`config.mk`:
```
export PLATFORM = sky130hd
export DESIGN_NAME = stss_ctrl
export DESIGN_NICKNAME = d
export VERILOG_FILES = /design/src/hdl/stss_pkg.sv /design/src/hdl/stss_ctrl.sv
export SDC_FILE = /design/constraint.sdc
export NUM_CORES = 1
export LEC_CHECK = 0
export ABC_AREA = 1
export BUFFER_PORTS_ARGS = -buffer_cell sky130_fd_sc_hd__buf_2
export CORE_AREA = 5 5 42 44
export DETAILED_ROUTE_END_ITERATION = 7
export DIE_AREA = 0 0 47 49
export PLACE_DENSITY = 0.68
export RECOVER_POWER = 50
export SLEW_MARGIN = 20
export SYNTH_ARGS = -nofsm -noshare
export SYNTH_HDL_FRONTEND = slang
export SYNTH_SLANG_ARGS = --single-unit
```
`constraint.sdc`:
```
create_clock -name clk -period 3.18 [get_ports clk]
set_clock_uncertainty 0.15 [all_clocks]
set_input_delay 0 -clock clk [delete_from_list [all_inputs] [get_ports clk]]
set_output_delay 0 -clock clk [all_outputs]
set_load 0.02 [all_outputs]
```
`src/hdl/stss_pkg.sv`:
```
package stss_pkg;

	// width of the position field on the result ports
	localparam int POS_W = 9;

	// action codes carried by an input transaction
	typedef enum logic [2:0] {
		ACT_CLEAR   = 3'd0,
		ACT_APPEND  = 3'd1,
		ACT_SORT    = 3'd2,
		ACT_LSEARCH = 3'd3,
		ACT_BSEARCH = 3'd4
	} action_t;

	// controller states
	typedef enum logic [3:0] {
		ST_IDLE,
		ST_S_OUTER,
		ST_S_IWAIT,
		ST_S_JCHK,
		ST_S_JCMP,
		ST_S_SWAP1,
		ST_S_SWAP2,
		ST_L_CHK,
		ST_L_CMP,
		ST_B_CHK,
		ST_B_CMP,
		ST_DONE
	} state_t;

	// commands from controller to datapath
	typedef struct packed {
		logic load;
		logic clear;
		logic append;
		logic rd_outer;
		logic init_inner;
		logic rd_inner;
		logic cmp_inner;
		logic wr_swap1;
		logic wr_swap2;
		logic next_outer;
		logic rd_lin;
		logic cmp_lin;
		logic rd_bin;
		logic cmp_bin;
	} cmd_t;

	// status from datapath to controller
	typedef struct packed {
		logic outer_go;
		logic inner_go;
		logic need_swap;
		logic lin_go;
		logic lin_hit;
		logic bin_go;
		logic bin_hit;
	} stat_t;

endpackage

```
`src/hdl/stss_ctrl.sv`:
```
module stss_ctrl import stss_pkg::*; (
	input  logic       clk,
	input  logic       arst_n,
	input  logic       start,
	input  logic [2:0] action,
	input  stat_t      stat,
	output cmd_t       cmd,
	output logic       busy,
	output logic       done
);

	state_t state_q, state_d;

	// state register
	always_ff @(posedge clk or negedge arst_n) begin
		if (!arst_n) begin
			state_q <= ST_IDLE;
		end else begin
			state_q <= state_d;
		end
	end

	// next state
	always_comb begin
		state_d = state_q;
		case (state_q)
			ST_IDLE: begin
				if (start) begin
					case (action_t'(action))
						ACT_SORT:    state_d = ST_S_OUTER;
						ACT_LSEARCH: state_d = ST_L_CHK;
						ACT_BSEARCH: state_d = ST_B_CHK;
						default:     state_d = ST_DONE;
					endcase
				end
			end
			ST_S_OUTER: state_d = stat.outer_go ? ST_S_IWAIT : ST_DONE;
			ST_S_IWAIT: state_d = ST_S_JCHK;
			ST_S_JCHK: begin
				if (stat.inner_go) begin
					state_d = ST_S_JCMP;
				end else if (stat.need_swap) begin
					state_d = ST_S_SWAP1;
				end else begin
					state_d = ST_S_OUTER;
				end
			end
			ST_S_JCMP:  state_d = ST_S_JCHK;
			ST_S_SWAP1: state_d = ST_S_SWAP2;
			ST_S_SWAP2: state_d = ST_S_OUTER;
			ST_L_CHK:   state_d = stat.lin_go ? ST_L_CMP : ST_DONE;
			ST_L_CMP:   state_d = stat.lin_hit ? ST_DONE : ST_L_CHK;
			ST_B_CHK:   state_d = stat.bin_go ? ST_B_CMP : ST_DONE;
			ST_B_CMP:   state_d = stat.bin_hit ? ST_DONE : ST_B_CHK;
			ST_DONE:    state_d = ST_IDLE;
			default:    state_d = ST_IDLE;
		endcase
	end

	// datapath commands
	always_comb begin
		cmd = '0;
		case (state_q)
			ST_IDLE: begin
				if (start) begin
					cmd.load = 1'b1;
					case (action_t'(action))
						ACT_CLEAR:  cmd.clear  = 1'b1;
						ACT_APPEND: cmd.append = 1'b1;
						default:    cmd.load   = 1'b1;
					endcase
				end
			end
			ST_S_OUTER: cmd.rd_outer   = stat.outer_go;
			ST_S_IWAIT: cmd.init_inner = 1'b1;
			ST_S_JCHK: begin
				cmd.rd_inner   = stat.inner_go;
				cmd.next_outer = !stat.inner_go && !stat.need_swap;
			end
			ST_S_JCMP:  cmd.cmp_inner = 1'b1;
			ST_S_SWAP1: cmd.wr_swap1  = 1'b1;
			ST_S_SWAP2: begin
				cmd.wr_swap2   = 1'b1;
				cmd.next_outer = 1'b1;
			end
			ST_L_CHK:   cmd.rd_lin  = stat.lin_go;
			ST_L_CMP:   cmd.cmp_lin = 1'b1;
			ST_B_CHK:   cmd.rd_bin  = stat.bin_go;
			ST_B_CMP:   cmd.cmp_bin = 1'b1;
			default:    cmd = '0;
		endcase
	end

	assign busy = (state_q != ST_IDLE);
	assign done = (state_q == ST_DONE);

endmodule

```
==> results.cfg <==
[setup_path]
critPathKind = reg2reg
cp-startpoint = state_q[3]
start_kind = register
cp_cell_sequence = nor2_1 -> nand2_1 -> nor2_1 -> nor2_1 -> dlygate4sd3_1
end_kind = register
worstPathArrival_ns = 2.06
crit_top_cell = nor2_1
regToRegStartpoint = state_q[3]
worstPathMaxFanout = 8
cp_slowest_stage_delay_ns = 0.56
slowest_stage = dlygate4sd3_1
worstPathRequired_ns = 3.14

[clock_tree]
root_buffer = clkbuf_4
clk_path_buf_depth = 2
cts_buffers = 3
clk_pin_slew_ns = 0.04
numClockSinks = 4
h-tree-depth = 1
clkLatencyLatePin_ns = 0.23
postCtsSetupBuffers = 0
cts_tree = yes

[layout]
top_register = state_q
areaGrowthSynthToFinish_pct = 47.85
drive_gt1_frac = 0.2126
nNetsFinal = 142
largest_reg_flops = 4
fin_area_um2 = 688.2
top_regs = state_q (4)
diodes = 0

[global_route]
grt_pass1_wl_um = 2511
grtUsageTotal = 0.1419
grt_pass1_vias = 682
grt_overflow_total = 0
grt_max_degree = 9
antenna_found_initial = 0

[placement]
placed_area_um2 = 625.6
gp_congestion = 0.8108
port_buffers = 28
hpwl_um = 1217

[drt]
drt_wl_total_um = 1444
first_iter_violations = 10
drc_errors = 0
firstDrtPassIters = 4
via_per_inst = 4.727
routed-via-count = 676
ant_nets = 0
wire_per_inst_um = 10.10

[die]
dieArea_um2 = 2303
start_util = 0.3321
core_um2 = 1401
die_h_um = 49
row_count = 14
num_io_pins = 29
die_w_um = 47

[synthesis]
synth_most_common_cell = nand2_1
yosys_warnings = 0
yosysSeqAreaShare = 0.2151
synthTopCellsByCount = nand2_1, inv_1, nor2_1, nand3_1, dfrtp_1
synth_cells = 91
yosysTopAreaCell = dfrtp_1
yosysTopAreaCellShare = 0.2151
synth_area_leaders = dfrtp_1, nand2_1, inv_1
syn_nets = 104
synth_area_um2 = 465.4
async_flop_share = 1.000
yosysUniqueCellTypes = 14
synth_ff_type = dfrtp_1
synth_edf_count = 0
avgSynthCellArea_um2 = 5.115
synth-seq-cells = 4

[sta]
fmax_mhz = 475.2
rsz0062_at_grt = false
finalCritPeriodShare = 0.6618
setup_viol = 0
drv_slew = 0
fin_setup_tns_ns = 0
worst_pin_slew_ns = 0.3060
min_period_ns = 2.105
hold_viol_final = 0
relSlewSlack = 0.7953

[hold_path]
min_path_type = in2reg
min_from = stat[4]

[pwr]
p_leak_nw = 0.4764
peakVddDrop_mv = 0.3934
power-per-cell-area_nw_per_um2 = 804.7

[outcome]
status = complete, no violations

[run]
max_cap_violations = 0
layout by cell type, fill, tap and decap left out:
cell,count
nor3_1,2
o21ai_0,1
dfrtp_1,4
clkbuf_4,3
o31ai_1,1
nand2_1,25
dlygate4sd3_1,5
a21oi_1,2
nor4_1,2
clkbuf_1,4
o211ai_1,1
nor2_1,20
buf_2,24
o22ai_1,1
nand3_1,10
inv_1,22
routing by layer:
layer  wire [µm]  vias to the layer above  track usage
met5           0                        -            0
met4           0                        0      0.06912
met3         100                        0     0.003690
met1         552                      306       0.1486
li1            -                      353            -
met2         791                       17       0.2670
final timing paths:
kind	end	cells past startpoint	slack [ns]
worst min-delay path	state_q[2]	5	0.004
worst min register to register	state_q[1]	5	0.57
worst max register to register	state_q[3]	5	1.08
worst max-delay path	state_q[3]	5	1.08
min in group asynchronous	state_q[3]	3	0.52
max in group asynchronous	state_q[1]	3	2.19
power breakdown:
group | internal, mW | leakage, nW | switching, mW
sequential | 0.0766 | 0.0496 | 0.0240
combinational | 0.131 | 0.413 | 0.262
clock | 0.0420 | 0.0138 | 0.0178
total | 0.250 | 0.476 | 0.304
through the flow:
step / hold WS (ns) / power (mW) / std cells / util / setup slack, ns
floorplan: -0.4456 / 0.3734 / 91 / - / 1.612
detailed placement: -0.3434 / 0.4796 / 135 / 0.4464 / 1.769
finish: 0.003750 / 0.5538 / 143 / 0.4911 / 1.075
global route: 0.06199 / 0.6187 / 143 / 0.4911 / 0.9156
global placement: -0.3453 / 0.4732 / 135 / 0.4464 / 1.820
CTS: 0.004218 / 0.5652 / 143 / 0.4982 / 1.273
final cells by class:
| type | instances | area (µm²) |
|---|---|---|
| sequential | 4 | 100.1 |
| clock buffer | 3 | 22.52 |
| timing repair buffer | 33 | 185.2 |
| multi-input combinational | 65 | 277.8 |
| tap | 16 | 20.02 |
| fill | 170 | 713.2 |
| inverter | 22 | 82.58 |
critical path: cells and delay by family, from the launching register on:
kind | cells | cell delay, ns
DFF | 1 | 0.39
and+or+nand+nor | 4 | 0.87
buffers and inverters | 1 | 0.56
cells by family after synthesis:
logic type             count (synthesis)  share of synthesized area
AOI/OAI and AO/OA                      6                    0.07797
DFF                                    4                     0.2151
buffers and inverters                 22                     0.1774
and+or+nand+nor                       59                     0.5296
what timing repair did:
action                                 in CTS  in global routing
endpoints found under the hold margin       8                  0
resized for setup                           0                  0
hold buffers                                5                  0
Note: power is estimated with default switching activity, not from simulation.
